--- src/rtl/oahi_pkg.sv ---
// Shared constants, codes and control structs of the hash insert unit.
package oahi_pkg;

	localparam int DEPTH   = 64;
	localparam int IDX_W   = $clog2(DEPTH);
	localparam int SIZE_W  = $clog2(DEPTH + 1);
	localparam int DIV_W   = IDX_W + 1;
	localparam int SYM_W   = 8;
	localparam int CNT_W   = $clog2(SYM_W);
	localparam int SUM_W   = 16;
	localparam int CFG_SIZE_W = 7;
	localparam int ADDR_W  = 3;
	localparam int DATA_W  = 32;
	localparam int OUT_IDX_W = 6;

	localparam logic [CFG_SIZE_W-1:0] SIZE_RST = 7'd47;

	// register index within the configuration space (paddr[2])
	localparam logic REG_TABLE_SIZE = 1'b0;
	localparam logic REG_PROBE_MODE = 1'b1;

	localparam logic OP_INSERT = 1'b0;
	localparam logic OP_CLEAR  = 1'b1;

	typedef enum logic [1:0] {
		ST_INSERTED = 2'd0,
		ST_PRESENT  = 2'd1,
		ST_FULL     = 2'd2,
		ST_CLEARED  = 2'd3
	} status_t;

	typedef enum logic [2:0] {
		S_IDLE,
		S_DIV,
		S_KEY,
		S_READ,
		S_CMP,
		S_CLEAR,
		S_DONE
	} state_t;

	typedef struct packed {
		logic [CFG_SIZE_W-1:0] size;
		logic                  mode;
	} cfg_t;

	typedef struct packed {
		logic start;
		logic div_step;
		logic key_load;
		logic rd_issue;
		logic eval;
		logic probe_adv;
		logic clear;
		logic load_out;
	} cmd_t;

	typedef struct packed {
		logic div_last;
		logic hit_empty;
		logic hit_match;
		logic probe_last;
		logic out_free;
	} sts_t;

endpackage

--- src/rtl/oahi_in_if.sv ---
// Input channel: operation and symbol words with valid/ready.
interface oahi_in_if;
	logic                   valid;
	logic                   ready;
	logic                   operation;
	logic signed [7:0]      symbol;

	modport source (output valid, operation, symbol, input ready);
	modport sink (input valid, operation, symbol, output ready);
endinterface

--- src/rtl/oahi_out_if.sv ---
// Output channel: insert result words with valid/ready.
interface oahi_out_if;
	logic        valid;
	logic        ready;
	logic [1:0]  status;
	logic [5:0]  probe_count;
	logic [5:0]  slot_index;
	logic [15:0] probe_total;

	modport source (output valid, status, probe_count, slot_index, probe_total, input ready);
	modport sink (input valid, status, probe_count, slot_index, probe_total, output ready);
endinterface

--- src/rtl/oahi_cfg.sv ---
// APB-style configuration registers: table size and probe mode.
module oahi_cfg (
	input  logic                        clk,
	input  logic                        arst_n,
	input  logic                        psel,
	input  logic                        penable,
	input  logic                        pwrite,
	input  logic [oahi_pkg::ADDR_W-1:0] paddr,
	input  logic [oahi_pkg::DATA_W-1:0] pwdata,
	output logic [oahi_pkg::DATA_W-1:0] prdata,
	output logic                        pready,
	output oahi_pkg::cfg_t              cfg
);

	logic [oahi_pkg::CFG_SIZE_W-1:0] size_q;
	logic                            mode_q;
	logic                            wr_en;

	assign pready = 1'b1;
	assign wr_en  = psel && penable && pwrite;

	always_ff @(posedge clk or negedge arst_n) begin
		if (!arst_n) begin
			size_q <= oahi_pkg::SIZE_RST;
			mode_q <= 1'b0;
		end else if (wr_en) begin
			unique case (paddr[2])
				oahi_pkg::REG_TABLE_SIZE: size_q <= pwdata[oahi_pkg::CFG_SIZE_W-1:0];
				oahi_pkg::REG_PROBE_MODE: mode_q <= pwdata[0];
				default: ;
			endcase
		end
	end

	always_comb begin
		unique case (paddr[2])
			oahi_pkg::REG_TABLE_SIZE:
				prdata = oahi_pkg::DATA_W'(size_q);
			oahi_pkg::REG_PROBE_MODE:
				prdata = oahi_pkg::DATA_W'(mode_q);
			default:
				prdata = '0;
		endcase
	end

	assign cfg.size = size_q;
	assign cfg.mode = mode_q;

endmodule

--- src/rtl/oahi_dpath.sv ---
// Datapath: hash remainder unit, probe index stepping, slot memory, result and output registers.
module oahi_dpath (
	input  logic                 clk,
	input  logic                 arst_n,
	input  oahi_pkg::cfg_t       cfg,
	input  oahi_pkg::cmd_t       cmd,
	output oahi_pkg::sts_t       sts,
	input  logic signed [7:0]    in_symbol,
	output logic                 out_valid,
	input  logic                 out_ready,
	output logic [1:0]           out_status,
	output logic [5:0]           out_probe_count,
	output logic [5:0]           out_slot_index,
	output logic [15:0]          out_probe_total
);

	localparam int IDX_W  = oahi_pkg::IDX_W;
	localparam int SIZE_W = oahi_pkg::SIZE_W;
	localparam int DIV_W  = oahi_pkg::DIV_W;
	localparam int SYM_W  = oahi_pkg::SYM_W;
	localparam int SUM_W  = oahi_pkg::SUM_W;

	// item registers
	logic [SIZE_W-1:0]         s_q;
	logic                      mode_q;
	logic                      neg_q;
	logic [SYM_W-1:0]          sym_q;
	logic [SYM_W-1:0]          quo_q;
	logic [IDX_W-1:0]          rem_q;
	logic [oahi_pkg::CNT_W-1:0] cnt_q;
	logic [IDX_W-1:0]          idx_q;
	logic [IDX_W-1:0]          d_q;
	logic [IDX_W-1:0]          m_q;

	// slot store
	logic [SYM_W-1:0]          mem_q [oahi_pkg::DEPTH];
	logic [oahi_pkg::DEPTH-1:0] vld_q;
	logic [SYM_W-1:0]          rd_data_q;
	logic                      rd_vld_q;

	// result and output
	logic [SUM_W-1:0]          sum_q;
	oahi_pkg::status_t         res_status_q;
	logic [IDX_W-1:0]          res_m_q;
	logic [IDX_W-1:0]          res_slot_q;
	logic                      out_valid_q;
	logic [1:0]                out_status_q;
	logic [5:0]                out_m_q;
	logic [5:0]                out_slot_q;
	logic [SUM_W-1:0]          out_sum_q;

	logic [SIZE_W-1:0]         s_act;
	logic [SYM_W-1:0]          mag;
	logic [DIV_W-1:0]          div_t;
	logic [DIV_W-1:0]          div_s;
	logic [IDX_W-1:0]          rem_n;
	logic [IDX_W-1:0]          key;
	logic [IDX_W-1:0]          d_init;
	logic [DIV_W-1:0]          idx_sum;
	logic [IDX_W-1:0]          idx_n;
	logic [DIV_W-1:0]          d1;
	logic [DIV_W-1:0]          d2;
	logic [DIV_W-1:0]          d3;
	logic [SYM_W-1:0]          slot_v;
	logic                      hit_empty;
	logic                      hit_match;
	logic                      probe_last;
	logic                      wr_en;
	logic [SUM_W:0]            sum_add;

	// clamp size to 1 .. DEPTH
	always_comb begin
		priority if (cfg.size == '0)
			s_act = SIZE_W'(1);
		else if (int'(cfg.size) > oahi_pkg::DEPTH)
			s_act = SIZE_W'(oahi_pkg::DEPTH);
		else
			s_act = SIZE_W'(cfg.size);
	end

	assign mag = in_symbol[SYM_W-1] ? (SYM_W'(0) - unsigned'(in_symbol)) : unsigned'(in_symbol);

	// restoring remainder, one dividend bit per cycle
	assign div_s = DIV_W'(s_q);
	assign div_t = {rem_q, quo_q[SYM_W-1]};
	assign rem_n = (div_t >= div_s) ? IDX_W'(div_t - div_s) : IDX_W'(div_t);

	// negative symbols fold back to a non-negative residue
	assign key    = (neg_q && rem_q != '0) ? IDX_W'(s_q - SIZE_W'(rem_q)) : rem_q;
	assign d_init = (s_q == SIZE_W'(1)) ? '0 : IDX_W'(1);

	// idx and step d both stay below s, so one subtract reduces the index sum; the step sum d + 2 takes up to two
	assign idx_sum = DIV_W'(idx_q) + DIV_W'(d_q);
	assign idx_n   = (idx_sum >= div_s) ? IDX_W'(idx_sum - div_s) : IDX_W'(idx_sum);
	assign d1      = DIV_W'(d_q) + DIV_W'(2);
	assign d2      = (d1 >= div_s) ? (d1 - div_s) : d1;
	assign d3      = (d2 >= div_s) ? (d2 - div_s) : d2;

	assign slot_v     = rd_vld_q ? rd_data_q : '0;
	assign hit_empty  = (slot_v == '0);
	assign hit_match  = (slot_v == sym_q);
	assign probe_last = (m_q == IDX_W'(s_q - SIZE_W'(1)));
	assign wr_en      = cmd.eval && hit_empty;
	assign sum_add    = (SUM_W+1)'(sum_q) + (SUM_W+1)'(m_q);

	always_ff @(posedge clk) begin
		if (cmd.start) begin
			s_q    <= s_act;
			mode_q <= cfg.mode;
			sym_q  <= unsigned'(in_symbol);
			neg_q  <= in_symbol[SYM_W-1];
			quo_q  <= mag;
			rem_q  <= '0;
		end
		if (cmd.div_step) begin
			rem_q <= rem_n;
			quo_q <= {quo_q[SYM_W-2:0], 1'b0};
		end
		if (cmd.key_load) begin
			idx_q <= key;
			d_q   <= d_init;
			m_q   <= '0;
		end
		if (cmd.probe_adv) begin
			idx_q <= idx_n;
			m_q   <= m_q + IDX_W'(1);
			if (mode_q) begin
				d_q <= IDX_W'(d3);
			end
		end
		if (cmd.eval) begin
			priority if (hit_empty) begin
				res_status_q <= oahi_pkg::ST_INSERTED;
				res_m_q      <= m_q;
				res_slot_q   <= idx_q;
			end else if (hit_match) begin
				res_status_q <= oahi_pkg::ST_PRESENT;
				res_m_q      <= '0;
				res_slot_q   <= '0;
			end else begin
				res_status_q <= oahi_pkg::ST_FULL;
				res_m_q      <= '0;
				res_slot_q   <= '0;
			end
		end
		if (cmd.clear) begin
			res_status_q <= oahi_pkg::ST_CLEARED;
			res_m_q      <= '0;
			res_slot_q   <= '0;
		end
		if (cmd.load_out) begin
			out_status_q <= res_status_q;
			out_m_q      <= 6'(res_m_q);
			out_slot_q   <= 6'(res_slot_q);
			out_sum_q    <= sum_q;
		end
	end

	always_ff @(posedge clk) begin
		if (wr_en) begin
			mem_q[idx_q] <= sym_q;
		end
		if (cmd.rd_issue) begin
			rd_data_q <= mem_q[idx_q];
		end
	end

	always_ff @(posedge clk or negedge arst_n) begin
		if (!arst_n) begin
			vld_q       <= '0;
			rd_vld_q    <= 1'b0;
			sum_q       <= '0;
			cnt_q       <= '0;
			out_valid_q <= 1'b0;
		end else begin
			if (cmd.clear) begin
				vld_q <= '0;
				sum_q <= '0;
			end else if (wr_en) begin
				vld_q[idx_q] <= 1'b1;
				sum_q <= sum_add[SUM_W] ? '1 : sum_add[SUM_W-1:0];
			end
			if (cmd.rd_issue) begin
				rd_vld_q <= vld_q[idx_q];
			end
			if (cmd.start) begin
				cnt_q <= '0;
			end else if (cmd.div_step) begin
				cnt_q <= cnt_q + oahi_pkg::CNT_W'(1);
			end
			if (cmd.load_out) begin
				out_valid_q <= 1'b1;
			end else if (out_ready) begin
				out_valid_q <= 1'b0;
			end
		end
	end

	assign sts.div_last   = (cnt_q == oahi_pkg::CNT_W'(SYM_W - 1));
	assign sts.hit_empty  = hit_empty;
	assign sts.hit_match  = hit_match;
	assign sts.probe_last = probe_last;
	assign sts.out_free   = !out_valid_q || out_ready;

	assign out_valid       = out_valid_q;
	assign out_status      = out_status_q;
	assign out_probe_count = out_m_q;
	assign out_slot_index  = out_slot_q;
	assign out_probe_total = out_sum_q;

`ifndef NO_ASSERTIONS
	a_idx_in_range: assert property (@(posedge clk) disable iff (!arst_n)
		cmd.rd_issue |-> (DIV_W'(idx_q) < div_s))
		else $error("probe index outside active table");

	a_step_in_range: assert property (@(posedge clk) disable iff (!arst_n)
		cmd.probe_adv |=> (DIV_W'(d_q) < DIV_W'(s_q)))
		else $error("probe step not reduced below size");

	a_sum_monotonic: assert property (@(posedge clk) disable iff (!arst_n)
		!cmd.clear |=> (sum_q >= $past(sum_q)))
		else $error("probe total decreased without clear");
`endif

endmodule

--- src/rtl/oahi_ctrl.sv ---
// Controller: sequences remainder, probe walk, clear and result hand-off.
module oahi_ctrl (
	input  logic           clk,
	input  logic           arst_n,
	input  logic           in_valid,
	input  logic           in_operation,
	output logic           in_ready,
	input  oahi_pkg::sts_t sts,
	output oahi_pkg::cmd_t cmd
);

	oahi_pkg::state_t state_q;
	oahi_pkg::state_t state_n;
	logic             probe_end;

	assign probe_end = sts.hit_empty || sts.hit_match || sts.probe_last;

	always_ff @(posedge clk or negedge arst_n) begin
		if (!arst_n) begin
			state_q <= oahi_pkg::S_IDLE;
		end else begin
			state_q <= state_n;
		end
	end

	always_comb begin
		state_n = state_q;
		unique case (state_q)
			oahi_pkg::S_IDLE: begin
				if (in_valid) begin
					state_n = (in_operation == oahi_pkg::OP_CLEAR) ? oahi_pkg::S_CLEAR
					                                               : oahi_pkg::S_DIV;
				end
			end
			oahi_pkg::S_DIV: begin
				if (sts.div_last) begin
					state_n = oahi_pkg::S_KEY;
				end
			end
			oahi_pkg::S_KEY:   state_n = oahi_pkg::S_READ;
			oahi_pkg::S_READ:  state_n = oahi_pkg::S_CMP;
			oahi_pkg::S_CMP:   state_n = probe_end ? oahi_pkg::S_DONE : oahi_pkg::S_READ;
			oahi_pkg::S_CLEAR: state_n = oahi_pkg::S_DONE;
			oahi_pkg::S_DONE: begin
				if (sts.out_free) begin
					state_n = oahi_pkg::S_IDLE;
				end
			end
			default: state_n = oahi_pkg::S_IDLE;
		endcase
	end

	always_comb begin
		cmd      = '0;
		in_ready = 1'b0;
		unique case (state_q)
			oahi_pkg::S_IDLE: begin
				in_ready  = 1'b1;
				cmd.start = in_valid;
			end
			oahi_pkg::S_DIV:   cmd.div_step = 1'b1;
			oahi_pkg::S_KEY:   cmd.key_load = 1'b1;
			oahi_pkg::S_READ:  cmd.rd_issue = 1'b1;
			oahi_pkg::S_CMP: begin
				cmd.eval      = 1'b1;
				cmd.probe_adv = !probe_end;
			end
			oahi_pkg::S_CLEAR: cmd.clear = 1'b1;
			oahi_pkg::S_DONE:  cmd.load_out = sts.out_free;
			default: ;
		endcase
	end

`ifndef NO_ASSERTIONS
	a_cmp_after_read: assert property (@(posedge clk) disable iff (!arst_n)
		(state_q == oahi_pkg::S_CMP) |-> ($past(state_q) == oahi_pkg::S_READ))
		else $error("compare without a preceding slot read");

	a_key_after_div: assert property (@(posedge clk) disable iff (!arst_n)
		(state_q == oahi_pkg::S_KEY) |-> ($past(state_q) == oahi_pkg::S_DIV))
		else $error("key load without remainder pass");
`endif

endmodule

--- src/rtl/open_addressing_hash_insert_unit.sv ---
// Open-addressed hash table insert unit: top level.
//
// in_ch carries one word per operation: insert a signed byte symbol, or clear
// the whole table and the probe total. out_ch returns one result word per
// input word: status, probe step, slot written and the saturating probe total.
// The user must write table_size (0x0) and probe_mode (0x4) over the APB port
// only while the unit is idle; the block itself does not enforce it.
// An insert runs after the accepting edge: the remainder pass (one dividend
// bit per cycle over all 8 bits), the key load, then per probe a slot memory
// read and a compare, up to all 64 slots, then the load into the output
// register. A clear runs its clear step, then that load. One word is in work
// at a time and the next is taken only once the result has loaded; the
// probe walk over the single memory read port sets the rate.
// Reset empties the table (per-slot valid bits), zeroes the probe total and
// loads table_size 47, linear probing.
// A result waits in the output register while out_ch is stalled; the next
// input word is accepted meanwhile and its result holds until the register
// frees.
module open_addressing_hash_insert_unit (
	input  logic                        clk,
	input  logic                        arst_n,
	oahi_in_if.sink                     in_ch,
	oahi_out_if.source                  out_ch,
	input  logic                        psel,
	input  logic                        penable,
	input  logic                        pwrite,
	input  logic [oahi_pkg::ADDR_W-1:0] paddr,
	input  logic [oahi_pkg::DATA_W-1:0] pwdata,
	output logic [oahi_pkg::DATA_W-1:0] prdata,
	output logic                        pready
);

	oahi_pkg::cfg_t cfg;
	oahi_pkg::cmd_t cmd;
	oahi_pkg::sts_t sts;

	oahi_cfg u_cfg (
		.clk     (clk),
		.arst_n  (arst_n),
		.psel    (psel),
		.penable (penable),
		.pwrite  (pwrite),
		.paddr   (paddr),
		.pwdata  (pwdata),
		.prdata  (prdata),
		.pready  (pready),
		.cfg     (cfg)
	);

	oahi_ctrl u_ctrl (
		.clk          (clk),
		.arst_n       (arst_n),
		.in_valid     (in_ch.valid),
		.in_operation (in_ch.operation),
		.in_ready     (in_ch.ready),
		.sts          (sts),
		.cmd          (cmd)
	);

	oahi_dpath u_dpath (
		.clk             (clk),
		.arst_n          (arst_n),
		.cfg             (cfg),
		.cmd             (cmd),
		.sts             (sts),
		.in_symbol       (in_ch.symbol),
		.out_valid       (out_ch.valid),
		.out_ready       (out_ch.ready),
		.out_status      (out_ch.status),
		.out_probe_count (out_ch.probe_count),
		.out_slot_index  (out_ch.slot_index),
		.out_probe_total (out_ch.probe_total)
	);

endmodule
--- src/flat_wrapper.sv ---
// flat-port wrapper written by rule: the top's interface ports become plain ports
module open_addressing_hash_insert_unit_flat 
  (clk, arst_n, psel, penable, pwrite, paddr, pwdata, prdata, pready, in_ch_valid, in_ch_operation, in_ch_symbol, in_ch_ready, out_ch_valid, out_ch_status, out_ch_probe_count, out_ch_slot_index, out_ch_probe_total, out_ch_ready);
  oahi_in_if in_ch_i ();
  oahi_out_if out_ch_i ();
  input  logic clk;
  input  logic arst_n;
  input  logic psel;
  input  logic penable;
  input  logic pwrite;
  input  logic [oahi_pkg::ADDR_W-1:0] paddr;
  input  logic [oahi_pkg::DATA_W-1:0] pwdata;
  output logic [oahi_pkg::DATA_W-1:0] prdata;
  output logic pready;
  input wire logic [$bits(in_ch_i.valid)-1:0] in_ch_valid;
  input wire logic [$bits(in_ch_i.operation)-1:0] in_ch_operation;
  input wire logic [$bits(in_ch_i.symbol)-1:0] in_ch_symbol;
  output wire logic [$bits(in_ch_i.ready)-1:0] in_ch_ready;
  output wire logic [$bits(out_ch_i.valid)-1:0] out_ch_valid;
  output wire logic [$bits(out_ch_i.status)-1:0] out_ch_status;
  output wire logic [$bits(out_ch_i.probe_count)-1:0] out_ch_probe_count;
  output wire logic [$bits(out_ch_i.slot_index)-1:0] out_ch_slot_index;
  output wire logic [$bits(out_ch_i.probe_total)-1:0] out_ch_probe_total;
  input wire logic [$bits(out_ch_i.ready)-1:0] out_ch_ready;
  assign in_ch_i.valid = in_ch_valid;
  assign in_ch_i.operation = in_ch_operation;
  assign in_ch_i.symbol = in_ch_symbol;
  assign in_ch_ready = in_ch_i.ready;
  assign out_ch_valid = out_ch_i.valid;
  assign out_ch_status = out_ch_i.status;
  assign out_ch_probe_count = out_ch_i.probe_count;
  assign out_ch_slot_index = out_ch_i.slot_index;
  assign out_ch_probe_total = out_ch_i.probe_total;
  assign out_ch_i.ready = out_ch_ready;
  open_addressing_hash_insert_unit u_core (.clk(clk), .arst_n(arst_n), .in_ch(in_ch_i), .out_ch(out_ch_i), .psel(psel), .penable(penable), .pwrite(pwrite), .paddr(paddr), .pwdata(pwdata), .prdata(prdata), .pready(pready));
endmodule
--- config.mk ---
export PLATFORM = sky130hd
export DESIGN_NAME = open_addressing_hash_insert_unit_flat
export DESIGN_NICKNAME = d
export VERILOG_FILES = /design/src/rtl/oahi_pkg.sv /design/src/rtl/oahi_in_if.sv /design/src/rtl/oahi_out_if.sv /design/src/rtl/oahi_cfg.sv /design/src/rtl/oahi_dpath.sv /design/src/rtl/oahi_ctrl.sv /design/src/rtl/open_addressing_hash_insert_unit.sv /design/src/flat_wrapper.sv
export SDC_FILE = /design/constraint.sdc
export NUM_CORES = 1
export LEC_CHECK = 0
export BUFFER_PORTS_ARGS = -buffer_cell sky130_fd_sc_hd__buf_4
export CORE_UTILIZATION = 50
export CTS_CLUSTER_DIAMETER = 150
export DETAILED_ROUTE_END_ITERATION = 12
export PLACE_DENSITY = 0.67
export SLEW_MARGIN = 20
export SYNTH_ARGS = -nofsm -noshare
export SYNTH_HDL_FRONTEND = slang
export SYNTH_HIERARCHICAL = 1
export SYNTH_SLANG_ARGS = --single-unit
--- constraint.sdc ---
create_clock -name clk -period 5.2 [get_ports clk]
set_clock_uncertainty 0.05 [all_clocks]
set_input_delay 1.04 -clock clk [delete_from_list [all_inputs] [get_ports clk]]
set_output_delay 1.04 -clock clk [all_outputs]
set_load 0.05 [all_outputs]
# ---- Yosys cells after proc, flatten, opt, wreduce, memory -nomap -nowiden
# Memory sizes are Yosys's and may differ from the RTL's. A register that Yosys moved wholly into a read port is not among the register bits.
# Cells that the tools add are included.
dict set report totals {
  ff_bits 189
  ram_bits 512
  in_bits 51
  out_inout_bits 65
  wordCells 137
  memories 1
}
dict set report op_classes {
  add_sub_neg 12
  order_cmp 7
  n_eq_ne 13
  n_mux 54
  n_bitwise 2
  reduce_logical 22
}
# memory depth word_bits read_ports rd_clocked_by_memory_dff write_ports line
set memory_table {}
lappend memory_table {u_core.u_dpath.mem_q 64 8 1 1 1 oahi_dpath.sv:36} ;# logic [SYM_W-1:0] mem_q [oahi_pkg::DEPTH];
# op count
set ops {}
lappend ops {{$mux W64} 2}
lappend ops {{$mux W6} 15}
lappend ops {{$or A64 B64 Y64} 1}
lappend ops {{$pmux W32 S2} 1}
lappend ops {{$mux W16} 3}
lappend ops {{$mux W8} 4}
lappend ops {{$ge A7 B7 Y1} 4}
lappend ops {{$sub A6 B6 Y6} 4}
lappend ops {{$mux W3} 7}
lappend ops {{$pmux W3 S7} 1}
lappend ops {{$add A16 B6 Y17} 1}
lappend ops {{$mux W1} 14}
lappend ops {{$mux W7} 2}
lappend ops {{$eq A3 B3 Y1 const B} 4}
lappend ops {{$eq A8 B8 Y1} 1}
lappend ops {{$logic_not A8 Y1} 1}
lappend ops {{$reduce_bool A2 Y1} 4}
lappend ops {{$sub A1 B8 Y8 const A} 1}
lappend ops {{$add A6 B2 Y7 const B} 1}
lappend ops {{$add A6 B6 Y7} 1}
lappend ops {{$eq A7 B1 Y1 const B} 1}
lappend ops {{$gt A7 B7 Y1 const B} 1}
lappend ops {{$logic_not A7 Y1} 1}
lappend ops {{$lt A6 B7 Y1 const B} 1}
lappend ops {{22 further kinds} 34}

# ---- Logic depth before layout (Yosys ltp)
dict set report logic_depth {
  depth_word 9
  ltp_mapped 17
  depth_no_buf 17
}

# ---- Hierarchy
# Netlist, hierarchy kept.
# module instances cells_each area_each_um2
set by_module_without_submodules {}
lappend by_module_without_submodules {oahi_dpath 1 2049 29777.3}
lappend by_module_without_submodules {oahi_cfg 1 54 600.6}
lappend by_module_without_submodules {oahi_ctrl 1 33 249.0}

# ---- Least setup slack after synthesis
# OpenSTA, ideal clock, no wires.
dict set report synth_timing {
  path_kind {flip-flop to flip-flop}
  start {register u_core.u_dpath.d_q[1]}
  end {register u_core.u_dpath.d_q[1]}
  arrival_ns 3.896
  path_slack_ns 1.140
  stages_incl_launch_ff 16
  path_buffers 0
  period_less_slack_ns 4.060
  path_cell_list {dfxtp_1 -> ha_1 -> ha_1 -> o21a_1 -> o31a_1 -> o21ai_0 -> a32oi_1 -> mux2i_1 -> ha_1 -> nor2b_1 -> o31a_1 -> o21a_1 -> o22ai_1 -> nor2_1 -> a22o_1 -> a21o_1}
}
dict set report synth_via {
  elab_chain_len 7
  elab_cells_between_ends 10
  cone_classes {3 x add/sub; 2 x order compare; 5 x mux}
}
# element line
set synth_rtl {}
lappend synth_rtl {{start: declaration} oahi_dpath.sv:32} ;# logic [IDX_W-1:0] d_q;
lappend synth_rtl {{start signal: assignment} oahi_dpath.sv:121} ;# d_q <= d_init;
lappend synth_rtl {{start signal: assignment} oahi_dpath.sv:128} ;# d_q <= IDX_W'(d3);
lappend synth_rtl {{$add A6 B2 Y7} oahi_dpath.sv:95} ;# assign d1 = DIV_W'(d_q) + DIV_W'(2);
lappend synth_rtl {{$sub A7 B7 Y7 / $ge A7 B7 Y1 (equally long branches)} oahi_dpath.sv:96} ;# assign d2 = (d1 >= div_s) ? (d1 - div_s) : d1;
lappend synth_rtl {{$mux W7} oahi_dpath.sv:96}
lappend synth_rtl {{$sub A6 B6 Y6 / $ge A7 B7 Y1 (equally long branches)} oahi_dpath.sv:97} ;# assign d3 = (d2 >= div_s) ? (d2 - div_s) : d2;
lappend synth_rtl {{$mux W6} oahi_dpath.sv:97}
lappend synth_rtl {{$mux W6} oahi_dpath.sv:127} ;# if (mode_q) begin
lappend synth_rtl {{$mux W6 *} oahi_dpath.sv:124} ;# if (cmd.probe_adv) begin
# Every way passes the cells marked *; elsewhere a longest branch is shown, timed or not.
# A chain may end at the register's enable or synchronous reset.

# ---- Worst setup path in the final report
# Same ends and word-level chain as after synthesis.

==> run metrics <==
CP max FO=9; sw frac=35.57%; initial antenna violation count=0; vias=18910; synth unique cells=80; hold crit path type=flop to flop; Initial Util=50.65%; syn_area_per_cell=about 14 um2; pre-CTS setup slack=444.9 ps; CTS root buffer=clkbuf_16; ranking of synthesized cells by area=edfxtp_1, dfrtp_1, mux4_2, nor2_1, mux2i_1; asr flop ratio synth=13.56%; antenna-violating nets left=0; clk sinks=708; Leak Pwr=12.32 nW; number of global-route vias before repair=18710; highest clock rate=208.5 MHz; Yosys Warn Count=6; pwr dens=543.9 mW/mm2; Slew Limit Fails=0; Die ar.=0.06225 mm2; Synth Flop Type=edfxtp_1; Synth Register Bits=approximately 710; RSZ-0062 raised after global routing=no; Post-Syn Area=0.03063 mm2; Final Cycle Share=around 92%; Critical Path RT=roughly 5600 ps; Hold WS=365.5 ps; fin cells=~3100; TritonCTS clock tree=yes; PnR Total Power=18.76 mW; run status=finished, final reports clean; TritonRoute pass-1 iters=6; Synth top area share=57.95%; I/O pin total=116; layout net count=2350; Iteration-0 DRC Markers=2078; Setup Crit Path Kind=flop to flop; Max Cap Viol=0; internal power=12.09 mW; Net Sw Power=6.672 mW; Clock Pin Slew Worst Setup and Hold Paths=60 ps; Die Height=249.5 um; Rows=90; largest net degree at the start of global routing=73; clock buffer count from CTS=72; cts hold-fix bufs=0; CP endpoint kind=flop; worst vdd rail ir drop=0.0003476 V; final setup margin=around 400 ps; DP Cell Count=2945; Syn Inst Count=2136; first-pass GRT wire length=115.7 mm; Final Hold Fails=0; register share of total power=39.0%; P&R area growth vs syn=12.63%; Port Buf Inserts=62; Finish-stage setup viols=0; post-synthesis sequential area ratio=67.18%; share of post-route cells with drive strength above 1=17.64%; H-tree depth reported by CTS=3; Setup TNS Final=0 ps; area leader, netlist=edfxtp_1; Die W=249.5 um; Clock Tree Buf Depth=3; Post-Route WL=about 77 mm; minimum clock period=4796 ps; EDFF count, synth=between 500 and 600; Post-route DRC=0; clock latency on the worst-skew pair=630 ps; total congestion overflow=0; Comb pwr share=around 34%; crit start category=flop; Total GRT Usage=between 20% and 30%; Final Wtd Congestion=~0.90; dpl hpwl=48.52 mm; total core area=0.06047 mm2; Clk pwr share=27.3%; vias per std cell=6.143; WL/cell=25.01 um; actual slew at the worst max-slew pin=1174 ps; relative slew slack=21.73%; Setup Fix Bufs, Post-CTS=0; ant diodes=0; WP data arrival=5240 ps; post-cts gate resize count=0
## placed cells by master (no fill, tap or decap), drive strengths merged, types with 7 or more instances in the layout
cell / n
or2: 7
nor2: 277
nand3: 43
fa: 7
xor2: 21
a311oi: 9
xnor2: 26
inv: 42
a211oi: 8
dfxtp: 21
conb: 26
mux2i: 93
nor3: 20
o31ai: 7
a22o: 12
o22ai: 34
and3: 7
clkbuf: 104
dfrtp: 91
mux4: 52
mux2: 36
a22oi: 55
and2: 14
or3: 10
a221oi: 46
nor2b: 23
a21o: 13
a31oi: 9
buf: 146
nand2b: 15
o21ai: 94
clkinv: 17
nand2: 74
ha: 53
nand4: 8
o211ai: 11
edfxtp: 591
a21oi: 101
## cell usage after synthesis (all sizes together) (13+ instances only)
library cell  instances
dfxtp                21
o21ai                94
xor2                 21
nor2b                23
o22ai                34
nor3                 20
nand3                43
a22oi                55
mux4                 52
xnor2                26
a21o                 13
nor2                277
a21oi               101
mux2                 36
and2                 14
buf                  84
nand2b               15
clkbuf               57
inv                  40
dfrtp                91
edfxtp              591
nand2                74
mux2i                93
a221oi               46
ha                   53
## cell type report
| class | instances | area [um2] |
|---|---|---|
| well taps | 782 | 978.4 |
| repair buffers | 146 | 1161 |
| clock buffers | 104 | 2085 |
| flip-flops and latches | 708 | 20580 |
| fillers | 4666 | 25980 |
| clock inverters | 27 | 256.5 |
| inverters | 40 | 150.1 |
| multi-input cells | 1271 | 9288 |
## per-layer routing
| metal | GRT usage [%] | vias up | wire (um) |
|---|---|---|---|
| met3 | 4.683 | 169 | 6652 |
| met4 | 10.04 | 0 | 2644 |
| li1 | - | 8299 | - |
| met1 | 35.14 | 9613 | 32350 |
| met5 | 0 | - | 0 |
| met2 | 37.96 | 827 | 35330 |
## logic make-up (layout without fill, tap and decap cells)
family,count (synthesis),count (layout),share of synthesized area [%]
AO/OA/AOI/OAI,429,429,9.217
buffers and inverters,181,317,2.856
other,2,26,0.02452
AND/OR/NAND/NOR,528,528,8.567
XOR/XNOR,47,47,1.344
multiplexers,181,181,8.187
adder cells (fa/ha/maj),60,60,2.623
flip-flops,708,708,67.18
## sequential cells by signal, summed over array words and instances (netlist names), 2 cells and up
| register | cells |
|---|---|
| u_core/u_dpath/mem_q | 512 |
| u_core/u_dpath/vld_q | 64 |
| u_core/u_dpath/out_probe_total | 16 |
| u_core/u_dpath/sum_q | 16 |
| u_core/u_dpath/quo_q | 8 |
| u_core/u_dpath/rd_data_q | 8 |
| u_core/u_cfg/size_q | 7 |
| u_core/u_dpath/div_s | 7 |
| u_core/u_dpath/sym_q | 7 |
| u_core/u_dpath/d_q | 6 |
| u_core/u_dpath/idx_q | 6 |
| u_core/u_dpath/m_q | 6 |
| u_core/u_dpath/out_probe_count | 6 |
| u_core/u_dpath/out_slot_index | 6 |
| u_core/u_dpath/rem_q | 6 |
| u_core/u_dpath/res_m_q | 6 |
| u_core/u_dpath/res_slot_q | 6 |
| u_core/u_ctrl/state_q | 3 |
| u_core/u_dpath/cnt_q | 3 |
| u_core/u_dpath/out_status | 2 |
| u_core/u_dpath/res_status_q | 2 |
## worst max-delay path: stages (launching register included)
cell,delay (ps)
dfxtp_1,600
ha_1,330
ha_1,350
o21a_1,150
o31a_1,150
o21ai_0,180
a32oi_1,750
mux2i_1,430
ha_1,310
nor2b_1,150
o31a_1,260
o21a_1,190
o22ai_1,220
nor2_1,160
a22o_1,250
a21o_1,140
## final timing paths
kind / slack, ps / to / startpoint / cells after the start
min in group asynchronous: 510 / u_core/u_dpath/vld_q[31]$_DFFE_PN0P_ / arst_n / 1
min: 370 / u_core/u_dpath/out_probe_count[4]$_DFFE_PP_ / u_core/u_dpath/res_m_q[4]$_SDFFE_PP0P_ / 0
max: 400 / u_core/u_dpath/d_q[1]$_DFF_P_ / u_core/u_dpath/d_q[1]$_DFF_P_ / 15
min reg2reg: 370 / u_core/u_dpath/out_probe_count[4]$_DFFE_PP_ / u_core/u_dpath/res_m_q[4]$_SDFFE_PP0P_ / 0
max reg2reg: 400 / u_core/u_dpath/d_q[1]$_DFF_P_ / u_core/u_dpath/d_q[1]$_DFF_P_ / 15
max in group asynchronous: 3540 / u_core/u_dpath/vld_q[41]$_DFFE_PN0P_ / arst_n / 2
## power groups by stage
stage	registers, mW	clock network [mW]	logic (mW)
floorplan	7.34	0	4.25
detailed placement	7.43	0	6.20
global placement	7.41	0	6.07
finish	7.32	5.12	6.33
global route	7.36	5.39	6.79
CTS	7.32	5.19	6.23
## per-stage QoR
step	instance area (um2)	util [%]
after floorplan	30720	-
after global placement	32120	53.11
after detailed placement	32120	53.12
after CTS	34460	56.99
after global routing	34490	57.04
final	34490	57.04
Note: power is estimated with default switching activity, not from simulation.
